===== src/mcrfe_pkg.sv =====
// Shared types, constants and the field width table for the modem cell
// report field extractor. No dependencies.
package mcrfe_pkg;

  localparam logic [7:0] COLON_CHAR = 8'h3A;
  localparam logic [7:0] COMMA_CHAR = 8'h2C;

  localparam logic [2:0] FIELD_CHANNEL = 3'd5;
  localparam logic [2:0] FIELD_RSSI    = 3'd6;

  typedef enum logic [1:0] {
    PH_WAIT    = 2'd0,
    PH_SKIP    = 2'd1,
    PH_EXTRACT = 2'd2,
    PH_SWALLOW = 2'd3
  } phase_e;

  typedef enum logic {
    EV_CHAR  = 1'b0,
    EV_CLEAR = 1'b1
  } event_kind_e;

  // One result item plus a flag telling whether the step produced it.
  typedef struct packed {
    logic        hit;
    event_kind_e kind;
    logic [2:0]  field_index;
    logic [1:0]  char_position;
    logic [7:0]  char_value;
  } evt_t;

  function automatic logic [2:0] field_width(input logic [2:0] f);
    logic [2:0] w;
    case (f)
      3'd0:    w = 3'd3;
      3'd1:    w = 3'd3;
      3'd2:    w = 3'd4;
      3'd3:    w = 3'd4;
      3'd4:    w = 3'd3;
      3'd5:    w = 3'd3;
      3'd6:    w = 3'd2;
      default: w = 3'd0;
    endcase
    return w;
  endfunction

endpackage


===== src/mcrfe_in_if.sv =====
// Input byte channel: valid/ready handshake carrying one received byte.
// No dependencies.
interface mcrfe_in_if;
  logic       valid;
  logic       ready;
  logic [7:0] rx_byte;

  modport source (output valid, output rx_byte, input ready);
  modport sink   (input valid, input rx_byte, output ready);
endinterface


===== src/mcrfe_out_if.sv =====
// Result channel: valid/ready handshake carrying one extracted event item.
// No dependencies.
interface mcrfe_out_if;
  logic       valid;
  logic       ready;
  logic       event_kind;
  logic [2:0] field_index;
  logic [1:0] char_position;
  logic [7:0] char_value;

  modport source (output valid, output event_kind, output field_index,
                  output char_position, output char_value, input ready);
  modport sink   (input valid, input event_kind, input field_index,
                  input char_position, input char_value, output ready);
endinterface


===== src/modem_cell_report_field_extractor_top.sv =====
// The result item of an accepted byte is registered and shows on out_o in the next cycle.
// Throughput: one byte per cycle while out_o takes each result; the output
// register frees as it is taken, so a byte is accepted in the same cycle
// the previous result is consumed. Bytes with no result still advance the parser.
// Reset (rst_ni low, async): parser waits for a colon, skip_commas = 0,
// no result pending.
module modem_cell_report_field_extractor_top
  import mcrfe_pkg::*;
(
  input  logic       clk_i,
  input  logic       rst_ni,
  input  logic       cfg_we_i,
  input  logic [5:0] cfg_wdata_i,
  mcrfe_in_if.sink   in_i,
  mcrfe_out_if.source out_o
);

  logic [5:0] skip_q;
  logic       out_valid_q;
  evt_t       evt;
  evt_t       res_q;
  logic       accept;

  assign in_i.ready = !out_valid_q || out_o.ready;
  assign accept     = in_i.valid && in_i.ready;

  always_ff @(posedge clk_i or negedge rst_ni) begin
    if (!rst_ni) begin
      skip_q <= '0;
    end else if (cfg_we_i) begin
      skip_q <= cfg_wdata_i;
    end
  end

  mcrfe_core u_core (
    .clk_i         (clk_i),
    .rst_ni        (rst_ni),
    .step_i        (accept),
    .byte_i        (in_i.rx_byte),
    .skip_commas_i (skip_q),
    .evt_o         (evt)
  );

  always_ff @(posedge clk_i or negedge rst_ni) begin
    if (!rst_ni) begin
      out_valid_q <= 1'b0;
    end else if (in_i.ready) begin
      out_valid_q <= accept && evt.hit;
    end
  end

  always_ff @(posedge clk_i) begin
    if (accept && evt.hit) begin
      res_q <= evt;
    end
  end

  assign out_o.valid         = out_valid_q;
  assign out_o.event_kind    = res_q.kind;
  assign out_o.field_index   = res_q.field_index;
  assign out_o.char_position = res_q.char_position;
  assign out_o.char_value    = res_q.char_value;

endmodule


===== src/mcrfe_core.sv =====
// Parser state and per-byte step logic of the field extractor.
// Depends on mcrfe_pkg.
module mcrfe_core
  import mcrfe_pkg::*;
(
  input  logic       clk_i,
  input  logic       rst_ni,
  input  logic       step_i,
  input  logic [7:0] byte_i,
  input  logic [5:0] skip_commas_i,
  output evt_t       evt_o
);

  phase_e     phase_q, phase_d;
  logic [5:0] commas_q, commas_d;
  logic [2:0] field_q, field_d;
  logic [2:0] chars_q, chars_d;

  logic [5:0] commas_inc;
  logic [2:0] chars_inc;
  logic [2:0] field_inc;
  logic       is_comma;

  assign commas_inc = commas_q + 6'd1;
  assign chars_inc  = chars_q + 3'd1;
  assign field_inc  = field_q + 3'd1;
  assign is_comma   = (byte_i == COMMA_CHAR);

  always_ff @(posedge clk_i or negedge rst_ni) begin
    if (!rst_ni) begin
      phase_q  <= PH_WAIT;
      commas_q <= '0;
      field_q  <= '0;
      chars_q  <= '0;
    end else if (step_i) begin
      phase_q  <= phase_d;
      commas_q <= commas_d;
      field_q  <= field_d;
      chars_q  <= chars_d;
    end
  end

  always_comb begin
    logic       enter;
    logic [2:0] enter_field;
    enter       = 1'b0;
    enter_field = '0;
    phase_d     = phase_q;
    commas_d    = commas_q;
    field_d     = field_q;
    chars_d     = chars_q;
    evt_o       = '{hit: 1'b0, kind: EV_CHAR, field_index: '0,
                    char_position: '0, char_value: '0};

    case (phase_q)
      PH_WAIT: begin
        if (byte_i == COLON_CHAR) begin
          commas_d = '0;
          if (skip_commas_i == '0) begin
            enter = 1'b1;
          end else begin
            phase_d = PH_SKIP;
          end
        end
      end
      PH_SKIP: begin
        if (is_comma) begin
          commas_d = commas_inc;
          if (commas_inc == skip_commas_i) begin
            enter = 1'b1;
          end
        end
      end
      PH_EXTRACT: begin
        if (field_q > FIELD_RSSI) begin
          phase_d = PH_WAIT;
        end else if (is_comma) begin
          if (field_q == FIELD_RSSI) begin
            phase_d = PH_WAIT;
          end else begin
            enter       = 1'b1;
            enter_field = field_inc;
          end
        end else begin
          evt_o = '{hit: 1'b1, kind: EV_CHAR, field_index: field_q,
                    char_position: chars_q[1:0], char_value: byte_i};
          chars_d = chars_inc;
          if (chars_inc >= field_width(field_q)) begin
            phase_d = (field_q == FIELD_RSSI) ? PH_WAIT : PH_SWALLOW;
          end
        end
      end
      PH_SWALLOW: begin
        // byte after a full field is taken as its separator
        if (field_q >= FIELD_RSSI) begin
          phase_d = PH_WAIT;
        end else begin
          enter       = 1'b1;
          enter_field = field_inc;
        end
      end
      default: begin
        phase_d = PH_WAIT;
      end
    endcase

    if (enter) begin
      field_d = enter_field;
      chars_d = '0;
      phase_d = PH_EXTRACT;
      if (enter_field == FIELD_CHANNEL || enter_field == FIELD_RSSI) begin
        evt_o = '{hit: 1'b1, kind: EV_CLEAR, field_index: enter_field,
                  char_position: '0, char_value: '0};
      end
    end
  end

  a_clear_fields: assert property (@(posedge clk_i) disable iff (!rst_ni)
    (evt_o.hit && evt_o.kind == EV_CLEAR) |->
      ((evt_o.field_index == FIELD_CHANNEL || evt_o.field_index == FIELD_RSSI)
       && evt_o.char_position == 2'd0 && evt_o.char_value == 8'd0))
    else $error("clear event on wrong field or with payload");

  a_chars_bound: assert property (@(posedge clk_i) disable iff (!rst_ni)
    (phase_q == PH_EXTRACT) |-> (chars_q < field_width(field_q)))
    else $error("field character count beyond field width");

  a_swallow_field: assert property (@(posedge clk_i) disable iff (!rst_ni)
    (phase_q == PH_SWALLOW) |-> (field_q < FIELD_RSSI &&
                                 chars_q == field_width(field_q)))
    else $error("separator swallow outside a full non-final field");

  a_field_range: assert property (@(posedge clk_i) disable iff (!rst_ni)
    (step_i && evt_o.hit) |=> (field_q <= FIELD_RSSI))
    else $error("field index left the valid range");

endmodule

===== src/flat_wrapper.sv =====
// flat-port wrapper written by rule: the top's interface ports become plain ports
module modem_cell_report_field_extractor_top_flat import mcrfe_pkg::*;
  (clk_i, rst_ni, cfg_we_i, cfg_wdata_i, in_i_valid, in_i_rx_byte, in_i_ready, out_o_valid, out_o_event_kind, out_o_field_index, out_o_char_position, out_o_char_value, out_o_ready);
  mcrfe_in_if in_i_i ();
  mcrfe_out_if out_o_i ();
  input  logic clk_i;
  input  logic rst_ni;
  input  logic cfg_we_i;
  input  logic [5:0] cfg_wdata_i;
  input wire logic [$bits(in_i_i.valid)-1:0] in_i_valid;
  input wire logic [$bits(in_i_i.rx_byte)-1:0] in_i_rx_byte;
  output wire logic [$bits(in_i_i.ready)-1:0] in_i_ready;
  output wire logic [$bits(out_o_i.valid)-1:0] out_o_valid;
  output wire logic [$bits(out_o_i.event_kind)-1:0] out_o_event_kind;
  output wire logic [$bits(out_o_i.field_index)-1:0] out_o_field_index;
  output wire logic [$bits(out_o_i.char_position)-1:0] out_o_char_position;
  output wire logic [$bits(out_o_i.char_value)-1:0] out_o_char_value;
  input wire logic [$bits(out_o_i.ready)-1:0] out_o_ready;
  assign in_i_i.valid = in_i_valid;
  assign in_i_i.rx_byte = in_i_rx_byte;
  assign in_i_ready = in_i_i.ready;
  assign out_o_valid = out_o_i.valid;
  assign out_o_event_kind = out_o_i.event_kind;
  assign out_o_field_index = out_o_i.field_index;
  assign out_o_char_position = out_o_i.char_position;
  assign out_o_char_value = out_o_i.char_value;
  assign out_o_i.ready = out_o_ready;
  modem_cell_report_field_extractor_top u_core (.clk_i(clk_i), .rst_ni(rst_ni), .cfg_we_i(cfg_we_i), .cfg_wdata_i(cfg_wdata_i), .in_i(in_i_i), .out_o(out_o_i));
endmodule

===== config.mk =====
export PLATFORM = sky130hd
export DESIGN_NAME = modem_cell_report_field_extractor_top_flat
export DESIGN_NICKNAME = d
export VERILOG_FILES = /design/src/mcrfe_pkg.sv /design/src/mcrfe_in_if.sv /design/src/mcrfe_out_if.sv /design/src/modem_cell_report_field_extractor_top.sv /design/src/mcrfe_core.sv /design/src/flat_wrapper.sv
export SDC_FILE = /design/constraint.sdc
export NUM_CORES = 1
export LEC_CHECK = 0
export ABC_AREA = 1
export ABC_CLOCK_PERIOD_IN_PS = 4600
export CORE_UTILIZATION = 65
export CTS_CLUSTER_SIZE = 28
export DETAILED_ROUTE_END_ITERATION = 8
export DONT_BUFFER_PORTS = 1
export PLACE_DENSITY = 0.81
export SETUP_SLACK_MARGIN = 0.4
export SYNTH_ARGS = -nofsm -noshare
export SYNTH_HDL_FRONTEND = slang
export SYNTH_SLANG_ARGS = --single-unit

===== constraint.sdc =====
create_clock -name clk_i -period 4.6 [get_ports clk_i]
set_input_delay 0.46 -clock clk_i [delete_from_list [all_inputs] [get_ports clk_i]]
set_output_delay 0.46 -clock clk_i [all_outputs]
set_load 0.05 [all_outputs]

# --- Yosys cells after proc, flatten, opt, wreduce, memory -nomap -nowiden ---
# Cells that the tools add are included.
word_totals:
  ff_bits: 35
  latchBits: 0
  ram_bits: 0
  mem_bits_ro: 0
  in_bits: 19
  output_inout_bits: 16
  word_cells: 96
  mem_count: 0
op_classes:
  add_sub_neg: 3
  multipliers: 0
  div: 0
  order_cmp: 3
  n_eq_ne: 23
  shift: 0
  mux: 40
  bitwise: 0
  n_reduce_logical: 17
ops:
  columns: ["operator", "n"]
  rows:
  - ["15-bit 2-to-1 mux", 5]
  - ["3-bit 2-to-1 mux", 11]
  - ["2-bit 2-to-1 mux", 9]
  - ["8-bit by 6-bit == test with 1-bit output (second input constant)", 2]
  - ["3-bit == test (second input constant)", 5]
  - ["6-bit 2-to-1 mux", 2]
  - ["6-bit one-hot mux with 2 select lines", 1]
  - ["5-bit != test (second input constant)", 2]
  - ["3-bit != test (second input constant)", 3]
  - ["3-bit one-hot mux with 3 select lines", 1]
  - ["1-bit 2-to-1 mux", 8]
  - ["4-bit AND reduction", 2]
  - ["7-bit AND reduction", 1]
  - ["3-bit by 1-bit adder with 3-bit output (second input constant)", 2]
  - ["6-bit by 1-bit adder with 6-bit output (second input constant)", 1]
  - ["3-bit by 2-bit == test with 1-bit output (second input constant)", 2]
  - ["6-bit == test", 1]
  - ["6-bit logical NOT", 1]
  - ["2-bit one-hot mux with 3 select lines", 1]
  - ["3-bit one-hot mux with 2 select lines", 1]
  - ["2-bit == test (second input constant)", 2]
  - ["2-bit by 1-bit != test with 1-bit output (second input constant)", 2]
  - ["2-bit != test (second input constant)", 2]
  - ["1-bit one-hot mux with 4 select lines", 1]
  - ["15 further kinds", 18]

# --- Longest topological paths before layout ---
# Gate-level depths: netlist (run 1).
depth:
  ltp_word: 12
  mapped_depth: 15

# --- Modules after synthesis ---
# A second synthesis (run 1) with hierarchy kept.
hier_totals:
  cells_unflattened: 269
  hier_area_um2: 2113.3
modules_own_cells:
  columns: ["module", "n_inst", "cells_each", "area_per_inst_um2", "seq_area_each_um2"]
  rows:
  - ["mcrfe_core", 1, 221, 1396.3, 350.3]
  - ["modem_cell_report_field_extractor_top", 1, 48, 716.9, 595.6]

# --- Least setup slack after synthesis (run 1) ---
# Ideal clock, no wire load.
synth_path:
  kind: "register -> register"
  startpoint: "reg u_core.u_core.field_q[0]"
  endpoint: "reg u_core.res_q (netlist bit u_core.out_o.char_position[0]), enable pin"
  setup_time_ps: 354
  arrival_time_ps: 1932
  slack_ps: 2314
  stages_incl_launch_ff: 14
  n_path_buf: 0
  period_less_slack_ps: 2286
  path_cell_list: "dfrtp_1 inv_1 ha_1 nand2_1 nand2_2 nor3_2 nand2_1 o21ai_4 nor2_2 nor2_4 nand2_2 nand2_1 nand2_1 inv_1"
synth_between:
  elab_chain_len: 10
synth_rtl:
  columns: ["item", "line_no", "rtl"]
  rows:
  - ["start: declaration", "mcrfe_core.sv:16", "logic [2:0] field_q, field_d;"]
  - ["start signal: assignment", "mcrfe_core.sv:38", "field_q <= field_d;"]
  - ["3-bit by 1-bit adder with 3-bit output / 3-bit == test (equally long branches)", "mcrfe_core.sv:26, mcrfe_core.sv:78", null]
  - ["3-bit 2-to-1 mux", "mcrfe_core.sv:78", "if (field_q == FIELD_RSSI) begin"]
  - ["3-bit 2-to-1 mux", "mcrfe_core.sv:77", "end else if (is_comma) begin"]
  - ["3-bit 2-to-1 mux", "mcrfe_core.sv:75", "if (field_q > FIELD_RSSI) begin"]
  - ["3-bit one-hot mux with 2 select lines", "mcrfe_core.sv:55", "case (phase_q)"]
  - ["3-bit == test", "mcrfe_core.sv:111", "if (enter_field == FIELD_CHANNEL || enter_field == FIELD_RSSI) begin"]
  - ["1-bit logical OR", "mcrfe_core.sv:111", null]
  - ["15-bit 2-to-1 mux", "mcrfe_core.sv:111", null]
  - ["15-bit 2-to-1 mux (*)", "mcrfe_core.sv:107", "if (enter) begin"]
  - ["1-bit logical AND (*)", "modem_cell_report_field_extractor_top.sv:53", "if (accept && evt.hit) begin"]
  - ["end signal: assignment", "modem_cell_report_field_extractor_top.sv:54", "res_q <= evt;"]
  - ["end: declaration", "modem_cell_report_field_extractor_top.sv:21", "evt_t res_q;"]
# Mark *: on every way between the ends. The rest lies on a longest branch, timed or not.
# A chain may end at the register's enable or synchronous reset.

# --- Worst setup path after layout (run 1) ---
layout_path:
  startpoint: "reg u_core.u_core.field_q[0]"
  endpoint: "reg u_core.res_q (netlist bit u_core.out_o.event_kind), enable pin"
# Same word-level chain as after synthesis.

==> impl_metrics.json, run 1 <==
{
  "port_buffers": 0,
  "finalCritPeriodShare_pct": 54.81,
  "clock_latency_ps": 350,
  "final.min_clock_period_ps": 2521,
  "top_layer": "met4",
  "syn_nets": 287,
  "numCtsBuffers": 5,
  "holdCritPathClass": "in2reg",
  "r2r-start": "u_core.u_core.field_q[0]$_DFFE_PN0P_",
  "wl_met1_mm": 1.833,
  "synth-edff-count": 14,
  "routed_wl_mm": 3.812,
  "synth_xor_area_share_pct": 1.251,
  "grt_overflow_total": 0,
  "die_area_um2": 3462,
  "clk_pin_slew_ps": 110,
  "drc": 0,
  "critPathKind": "reg2reg",
  "drv_cap": 0,
  "hp-start": "cfg_we_i",
  "antenna_found_initial": 0,
  "yosysUniqueCellTypes": 30,
  "rsz0062_at_grt": "false",
  "yosys.area.top_type": "dfrtp_1",
  "yosys.area_share.simple_pct": 30.81,
  "n_fill_cell": 252,
  "path_cells": "inv_1 > ha_1 > nand2_1 > nand2_2 > nor3_2 > nand2_1 > o21ai_4 > nor2_2 > nor2_4 > nand2_2 > nand2_1 > nand2_1 > inv_1",
  "synth_top_family_by_area": "simple AND/OR/NAND/NOR gates",
  "path_common_cell": "nand2_1",
  "fmax_mhz": 396.6,
  "grt_pass1_vias": 1508,
  "tns_ps": 0,
  "syn_to_final_growth_pct": 4.887,
  "worst_slew_pin_slew_ps": 994.7,
  "worst_slack_ps": 2079,
  "wire_per_inst_um": 12.34,
  "firstDrtPassIters": 4,
  "status": "completed",
  "placedCellCount": 300,
  "grt_max_degree": 22,
  "cts.sinks": 35,
  "cp-end-kind": "register",
  "synthAdderAreaFrac_pct": 5.959,
  "reg2reg_slack_ps": 2080,
  "ys.flop_type": "dfrtp_1",
  "rr_endpoint": "u_core.out_o.event_kind$_SDFFCE_PN0P_",
  "yosysWarnings": 0,
  "p_leak_nw": 1.061,
  "antenna_left": 0,
  "gp_congestion": 0.9282,
  "dieWidth_um": 58.84,
  "route.met2.wl_mm": 1.634,
  "synth_cells": 258,
  "powerDensity_nw_per_um2": 270.8,
  "setup_viol": 0,
  "arrival_ps": 2500,
  "instances_no_fill": 309,
  "avgViaCountPerCell": 5.294,
  "initialDrtViolationCount": 86,
  "finalHoldViolations": 0,
  "synth_seq_cells": 35,
  "synth.most_common_cell": "nand2_1",
  "post-cts-setup-buffers": 0,
  "yosysTopAreaCellShare_pct": 25.03,
  "slowest_stage": "dfrtp_1",
  "path_buf_inv": 2,
  "dieHeight_um": 58.84,
  "gr-usage-all-layers_pct": 26.15,
  "drive_gt1_share_pct": 12.83,
  "n_antenna_cell": 0,
  "drv_slew": 0,
  "dpl.hpwl_mm": 2.966,
  "htreeDepth": 2,
  "cp_top_family": "simple AND/OR/NAND/NOR gates",
  "ys_async_sr_fraction_pct": 60.00,
  "synth_mux_area_share_pct": 0,
  "ff2ff_path_depth": 13,
  "relSlewSlack_pct": 33.47,
  "ios": 35,
  "cpPeakStageDelay_ps": 440,
  "vias": 1636,
  "fin_worst_skew_ps": 17.49,
  "start_util_pct": 68.77,
  "irDropWorstVdd_uv": 175.6,
  "avgSynthCellArea_um2": 8.138,
  "cts_tree": "yes",
  "cp_max_fo": 14,
  "coreArea_um2": 3053,
  "min_path_cells": 1,
  "layout.nets": 293,
  "rows": 20,
  "dp_slack_ps": 2101,
  "met3WireLength_um": 297,
  "hold-path-endpoint": "u_core.skip_q[2]$_DFFE_PN0P_",
  "synth_area_um2": 2100,
  "synth_compound_area_share_pct": 8.522,
  "power_mw": 0.5964,
  "cp-start-kind": "register",
  "cts.path.max_buffers": 2,
  "required_ps": 4580,
  "seq_area_frac_synth_pct": 45.05,
  "ys_top_cells_by_area": "dfrtp_1 25%, edfxtp_1 20%, nand2_1 11%, inv_1 6.8%, ha_1 6.0%",
  "grt_pass1_wl_mm": 6.561,
  "fin_util_pct": 72.13,
  "synth_common_cells": "63 x nand2_1, 38 x inv_1, 23 x nand3_1, 22 x nor2_1, 21 x dfrtp_1",
  "root_buffer": "clkbuf_4"
}
==> per-layer routing <==
metal | vias to the layer above | GRT usage (%)
met5 | - | 0
met4 | 0 | 14.97
met3 | 7 | 6.374
met2 | 63 | 39.12
met1 | 721 | 34.73
li1 | 845 | -
==> cells in the final DEF, fill, tap and decap left out, drive strengths merged <==
cell         instances
nor3                 2
nand4                6
ha                  10
inv                 44
a21oi                6
o22ai                3
xnor2                1
nand2               68
clkinv               2
and3                 1
dfrtp               21
edfxtp              14
nor2                33
o21ai               20
clkbuf               6
xor2                 2
nand3               25
dlygate4sd3          1
==> metrics by stage <==
step | area, um2 | hold slack (ps)
3_5_place_dp | 2143 | 164.7
2_1_floorplan | 2100 | 164.4
5_1_grt | 2202 | 203.3
6_report | 2202 | 216.3
3_3_place_gp | 2143 | 164.8
4_1_cts | 2202 | 206.6
==> worst max-delay path by stage <==
stage                                          from                                       to  slack, ps  depth (start not counted)
3_3_place_gp   u_core.u_core.field_q[0]$_DFFE_PN0P_     u_core.out_o.char_value[1]$_DFFE_PP_       2160                         13
5_1_grt        u_core.u_core.field_q[0]$_DFFE_PN0P_     u_core.out_o.char_value[5]$_DFFE_PP_       1790                         13
3_5_place_dp   u_core.u_core.field_q[0]$_DFFE_PN0P_     u_core.out_o.char_value[1]$_DFFE_PP_       2100                         13
2_1_floorplan  u_core.u_core.field_q[0]$_DFFE_PN0P_  u_core.out_o.char_position[0]$_DFFE_PP_       2310                         13
6_report       u_core.u_core.field_q[0]$_DFFE_PN0P_    u_core.out_o.event_kind$_SDFFCE_PN0P_       2080                         13
4_1_cts        u_core.u_core.field_q[0]$_DFFE_PN0P_     u_core.out_o.char_value[2]$_DFFE_PP_       2060                         13
==> power by group <==
part           internal, mW  leakage (nW)  switching, mW
clock                0.0565        0.0273         0.0957
combinational        0.0311         0.638         0.0591
sequential            0.337         0.396         0.0165
total                 0.425          1.06          0.171
==> worst register-to-register path, stage by stage, from the launching register on <==
cell	delay (ps)
dfrtp_1	440
inv_1	120
ha_1	260
nand2_1	110
nand2_2	90
nor3_2	210
nand2_1	140
o21ai_4	100
nor2_2	80
nor2_4	80
nand2_2	60
nand2_1	60
nand2_1	60
inv_1	360
==> registers in the layout (all words and copies together) (netlist names), 2 cells and up <==
register                    cells
u_core.skip_q                   6
u_core.out_o.char_position      2
u_core.u_core.phase_q           2
u_core.u_core.field_q           3
u_core.u_core.chars_q           3
u_core.u_core.commas_q          6
u_core.out_o.field_index        3
u_core.out_o.char_value         8
==> repair_timing <==
action                                 4_1_cts  5_1_grt
gates resized for setup                      0        0
endpoints found under the hold margin       21        0
hold buffers                                 1        0
==> cell type report <==
| cell class | instances | area, um2 | share of cell area [%] |
|---|---|---|---|
| clock inverters | 2 | 7.507 | 0.3409 |
| clock buffers | 6 | 41.29 | 1.875 |
| multi-input cells | 177 | 977.2 | 44.38 |
| flip-flops and latches | 35 | 945.9 | 42.95 |
| repair buffers | 1 | 10.01 | 0.4545 |
| inverters | 44 | 165.2 | 7.500 |
| well taps | 44 | 55.05 | 2.500 |
==> logic make-up (layout without fill, tap and decap cells) <==
group,after synthesis,in the layout
AOI/OAI and AO/OA,29,29
xor gates and xnor gates,3,3
adders and majority gates,10,10
buffers and inverters,46,53
DFF,35,35
and+or+nand+nor,135,135
No activity file was read; power rests on OpenSTA's default activity.
==> run 2, diff against run 1 <==
ABC_AREA = 0   (was 1)
ABC_CLOCK_PERIOD_IN_PS = 2150   (was 4600)
CORE_UTILIZATION = 56   (was 65)
PLACE_DENSITY = 0.74   (was 0.81)
clock period = 2.15 ns   (was 4.6 ns; I/O delays follow)
==> impl_metrics.json, run 2 <==
{
  "status": "finished with violations",
  "violations": "negative setup slack",
  "clk_pin_slew_ps": 110,
  "gr-usage-all-layers_pct": 27.50,
  "final_cell_mix": "22 x buf_4, 16 x dfrtp_1, 14 x edfxtp_1",
  "die_area_um2": 3747,
  "ys.flop_type": "dfrtp_1",
  "antenna_found_initial": 0,
  "antenna_left": 0,
  "irDropWorstVdd_uv": 785.9,
  "cts_tree": "yes",
  "grt_max_degree": 22,
  "wire_per_inst_um": 17.96,
  "fin_worst_skew_ps": 15.72,
  "clock_latency_ps": 350,
  "vias": 1530,
  "dpl.hpwl_mm": 3.135,
  "dieWidth_um": 61.21,
  "setup_viol": 1,
  "arrival_ps": 2440,
  "synth_common_cells": "21 x dfrtp_1, 14 x edfxtp_1, 14 x o21ai_0, 13 x and2_1, 11 x nand2_1",
  "critPathKind": "reg2reg",
  "avgViaCountPerCell": 5.953,
  "whs_ps": 19.42,
  "seq_area_frac_synth_pct": 48.18,
  "yosysUniqueCellTypes": 46,
  "finalHoldViolations": 0,
  "gp_congestion": 0.9333,
  "cp-start-kind": "register",
  "largest_reg_flops": 8,
  "finalCritPeriodShare_pct": 100.3,
  "grt_pass1_wl_mm": 7.383,
  "rsz0062_at_grt": "true",
  "holdCritPathClass": "in2reg",
  "coreArea_um2": 3337,
  "fin_area_um2": 2501,
  "root_buffer": "clkbuf_4",
  "layout.nets": 239,
  "final.min_clock_period_ps": 2156,
  "cp_max_fo": 3,
  "path_buf_inv": 1,
  "cts.sinks": 35,
  "relSlewSlack_pct": 36.24,
  "required_ps": 2440,
  "path_common_cell": "ha_4",
  "p_leak_nw": 1.015,
  "htreeDepth": 2,
  "grt_pass1_vias": 1594,
  "ys_async_sr_fraction_pct": 60.00,
  "grt_overflow_total": 0,
  "avgSynthCellArea_um2": 11.15,
  "drv_cap": 0,
  "synth-edff-count": 14,
  "synth_area_um2": 1963,
  "cpPeakStageDelay_ps": 450,
  "dieHeight_um": 61.21,
  "syn_nets": 205,
  "power_mw": 3.486,
  "n_antenna_cell": 0,
  "firstDrtPassIters": 4,
  "initialDrtViolationCount": 57,
  "drc": 0,
  "ys_top_cells_by_area": "dfrtp_1 27%, edfxtp_1 21%, ha_1 6.4%, and2_1 4.1%, o21ai_0 3.6%",
  "worst_slack_ps": -6.482,
  "port_buffers": 0,
  "postPlaceCellArea_um2": 2206,
  "drv_slew": 0,
  "yosys.area.top_type": "dfrtp_1",
  "dp_slack_ps": -15.65,
  "rows": 21,
  "yosysWarnings": 0,
  "slowest_stage": "dfrtp_2",
  "fmax_mhz": 463.7,
  "worst_slew_pin_slew_ps": 953.3,
  "path_cells": "inv_4 > ha_4 > or2_4 > ha_4 > nand2b_1 > a21o_1 > a21oi_1 > a211o_1 > nor4b_2 > o22a_1",
  "synth_seq_cells": 35,
  "cp-end-kind": "register",
  "cp_top_family": "compound AO/OA/AOI/OAI gates",
  "final_common_cell": "buf_4",
  "syn_to_final_growth_pct": 27.41,
  "numCtsBuffers": 5,
  "drive_gt1_share_pct": 36.02,
  "routed_wl_mm": 4.616,
  "cts.path.max_buffers": 2,
  "powerDensity_nw_per_um2": 1394,
  "ios": 35,
  "fin_util_pct": 74.95,
  "start_util_pct": 58.83,
  "synth_cells": 176,
  "yosysTopAreaCellShare_pct": 26.77,
  "synth.most_common_cell": "dfrtp_1"
}
[run 2: final timing paths]
kind | to | slack (ps) | cells past startpoint | startpoint
worst max-delay path | u_core.u_core.phase_q[0]$_DFFE_PN0P_ | -6 | 10 | u_core.u_core.field_q[1]$_DFFE_PN0P_
worst min-delay path | u_core.skip_q[1]$_DFFE_PN0P_ | 20 | 1 | cfg_wdata_i[1]
worst max register to register | u_core.u_core.phase_q[0]$_DFFE_PN0P_ | -6 | 10 | u_core.u_core.field_q[1]$_DFFE_PN0P_
worst min register to register | u_core.u_core.commas_q[5]$_DFFE_PN0P_ | 510 | 1 | u_core.u_core.commas_q[5]$_DFFE_PN0P_
max in group asynchronous | u_core.u_core.commas_q[1]$_DFFE_PN0P_ | 1050 | 1 | rst_ni
min in group asynchronous | u_core.u_core.field_q[2]$_DFFE_PN0P_ | 440 | 1 | rst_ni
[run 2: layer usage]
layer	GRT usage, %	part of all wire (%)	up-vias
li1	-	-	716
met1	32.14	40	740
met2	46.58	51	56
met3	8.403	5.8	18
met4	12.01	3.4	0
met5	0	0	-
[run 2: layout make-up]
type	instances	area [um2]
multi-input cells	131	1130
flip-flops and latches	35	952.2
fillers	231	835.8
repair buffers	29	250.2
well taps	46	57.56
clock inverters	3	38.79
clock buffers	5	37.54
inverters	8	35.03
[run 2: cells by family (layout without fill, tap and decap cells)]
family	after synthesis	count (layout)	share of synthesized area (%)
buf+inv	11	45	2.549
compound gates	39	39	13.45
mux	8	8	4.716
fa+ha+maj	10	10	6.373
flops	35	35	48.18
xor+xnor	9	9	4.015
simple gates	64	65	20.71
[run 2: worst register-to-register path, delay by kind of cell (launching register included)]
family | cells | cell delay, ps
fa+ha+maj | 2 | 420
buf+inv | 1 | 70
flops | 1 | 450
compound gates | 4 | 600
simple gates | 3 | 570
[run 2: what timing repair did]
| action | CTS | global route |
|---|---|---|
| hold buffers | 1 | 1 |
| cloned | 0 | 1 |
| hold endpoints to repair | 21 | 1 |
| endpoints found under the setup margin | 31 | 36 |
| pin swaps | 9 | 4 |
| gates resized for setup | 17 | 10 |
| setup buffers | 10 | 1 |
[run 2: power breakdown]
| group | internal, mW | leakage, nW | switching (mW) |
|---|---|---|---|
| logic | 0.785 | 0.581 | 0.754 |
| clock network | 0.239 | 0.0426 | 0.225 |
| registers | 0.954 | 0.391 | 0.528 |
| total | 1.98 | 1.01 | 1.51 |
[run 2: per-stage QoR]
step                setup TNS [ps]  std cells
detailed placement          -15.65        235
global route                -863.1        257
global placement                 0        235
floorplan                        0        176
finish                      -6.482        257
CTS                              0        254
==> run 3, diff against run 2 <==
CORE_UTILIZATION = 50   (was 56)
PLACE_DENSITY = 0.68   (was 0.74)
==> impl_metrics.json, run 3 (synthesis results as in run 2) <==
{
  "status": "finished with violations",
  "violations": "negative setup slack",
  "dpl.hpwl_mm": 3.144,
  "largest_reg_flops": 8,
  "worst_slew_pin_slew_ps": 975.8,
  "slowest_stage": "dfrtp_2",
  "setup_viol": 15,
  "cts.path.max_buffers": 2,
  "drv_slew": 0,
  "die_area_um2": 4181,
  "path_buf_inv": 2,
  "drc": 0,
  "htreeDepth": 2,
  "antenna_found_initial": 0,
  "instances_no_fill": 265,
  "met3WireLength_um": 371,
  "worst_slack_ps": -53.34,
  "clkPwrFrac_pct": 11.7,
  "routed_wl_mm": 5.010,
  "cts_tree": "yes",
  "p_leak_nw": 1.099,
  "n_fill_cell": 233,
  "numCtsBuffers": 5,
  "fin_worst_skew_ps": 4.418,
  "wire_per_inst_um": 18.91,
  "gr-usage-all-layers_pct": 23.65,
  "intPower_mw": 2.160,
  "final_common_cell": "buf_4",
  "antenna_left": 0,
  "grt_pass1_wl_mm": 7.445,
  "drv_cap": 0,
  "cp-end-kind": "register",
  "path_cells": "buf_4 > buf_6 > ha_2 > ha_2 > a21oi_2 > ha_2 > a21oi_1 > a211o_1 > nor4b_2 > o22a_1",
  "arrival_ps": 2430,
  "irDropWorstVdd_uv": 792.7,
  "cts.sinks": 35,
  "final_cell_mix": "22 x buf_4, 17 x dfrtp_1, 14 x edfxtp_1",
  "cp_max_fo": 6,
  "layout.nets": 245,
  "sw_frac_of_total_pct": 43.59,
  "combPwrFrac_pct": 49.3,
  "avgViaCountPerCell": 6.004,
  "rsz0062_at_grt": "true",
  "rows": 22,
  "route.met2.wl_mm": 2.397,
  "r2r-start": "u_core.u_core.field_q[0]$_DFFE_PN0P_",
  "cp_top_family": "adder cells",
  "final.min_clock_period_ps": 2203,
  "top_layer": "met4",
  "syn_to_final_growth_pct": 37.92,
  "coreArea_um2": 3716,
  "clk_pin_slew_ps": 70,
  "crit_start": "u_core.u_core.field_q[0]$_DFFE_PN0P_",
  "critPathKind": "reg2reg",
  "finalCritPeriodShare_pct": 102.5,
  "ios": 35,
  "port_buffers": 0,
  "start_util_pct": 52.83,
  "gp_congestion": 0.9131,
  "grt_max_degree": 22,
  "grt_overflow_total": 0,
  "required_ps": 2370,
  "dieWidth_um": 64.66,
  "cp-start-kind": "register",
  "firstDrtPassIters": 4,
  "tns_ps": -421.6,
  "finalHoldViolations": 0,
  "p_sw_mw": 1.669,
  "powerDensity_nw_per_um2": 1414,
  "pwr-share-seq_pct": 38.9,
  "fin_util_pct": 72.86,
  "relSlewSlack_pct": 34.73,
  "holdCritPathClass": "in2reg",
  "clock_latency_ps": 280,
  "power_mw": 3.830,
  "hp-start": "cfg_wdata_i[1]",
  "placedCellCount": 236,
  "n_antenna_cell": 0,
  "dieHeight_um": 64.66,
  "fmax_mhz": 453.9,
  "cpPeakStageDelay_ps": 420,
  "drive_gt1_share_pct": 46.54,
  "initialDrtViolationCount": 96,
  "path_common_cell": "ha_2",
  "grt_pass1_vias": 1625,
  "root_buffer": "clkbuf_8",
  "wl_met1_mm": 2.134,
  "vias": 1591
}
run 3: final cells by class:
type	count	area, um2	area share [%]
Multi-Input combinational cell	130	1250	46.16
Sequential cell	35	950.9	35.12
Timing Repair Buffer	36	330.3	12.20
Clock buffer	7	76.32	2.819
Tap cell	48	60.06	2.218
Inverter	8	35.03	1.294
Clock inverter	1	5.005	0.1848
run 3: per-layer routing:
metal	GRT usage, %	vias up
met4	10.00	0
met5	0	-
met3	6.690	15
li1	-	723
met2	37.89	84
met1	29.84	769
run 3: power groups by stage:
stage | clock network [mW] | logic (mW) | registers (mW)
after floorplan | 0 | 0.871 | 1.44
after global placement | 0 | 1.18 | 1.47
after detailed placement | 0 | 1.22 | 1.48
after CTS | 0.458 | 1.48 | 1.46
after global routing | 0.487 | 2.00 | 1.51
final | 0.450 | 1.89 | 1.49
run 3: timing repair:
action / in CTS / in global routing
hold buffers: 1 / 0
hold endpoints to repair: 21 / 0
gates resized for setup: 17 / 43
setup buffers: 14 / 6
setup endpoints to repair: 32 / 35
pin swaps: 13 / 10
run 3: final timing paths:
path                                                               to  cells after the start  slack, ps
worst max-delay path             u_core.u_core.phase_q[0]$_DFFE_PN0P_                     10        -50
worst min-delay path                     u_core.skip_q[1]$_DFFE_PN0P_                      1         80
worst max register to register   u_core.u_core.phase_q[0]$_DFFE_PN0P_                     10        -50
worst min register to register  u_core.u_core.commas_q[5]$_DFFE_PN0P_                      1        540
max in group asynchronous       u_core.u_core.commas_q[0]$_DFFE_PN0P_                      1        950
min in group asynchronous        u_core.u_core.chars_q[2]$_DFFE_PN0P_                      1        540
run 3: stage by stage:
stage                     hold slack (ps)  instance area [um2]  worst slack (ps)
final                               77.61                 2708            -53.34
after global routing                65.61                 2708            -126.5
after CTS                           70.69                 2457             27.02
after detailed placement           -80.20                 2201            -31.41
after global placement             -80.14                 2201             21.01
after floorplan                    -80.59                 2036             22.50
run 3: worst reg2reg max path: cells and delay by family (launching register included):
| kind | cells | cell delay, ps |
|---|---|---|
| fa+ha+maj | 3 | 670 |
| compound gates | 4 | 560 |
| buf+inv | 2 | 260 |
| flops | 1 | 420 |
| simple gates | 1 | 230 |
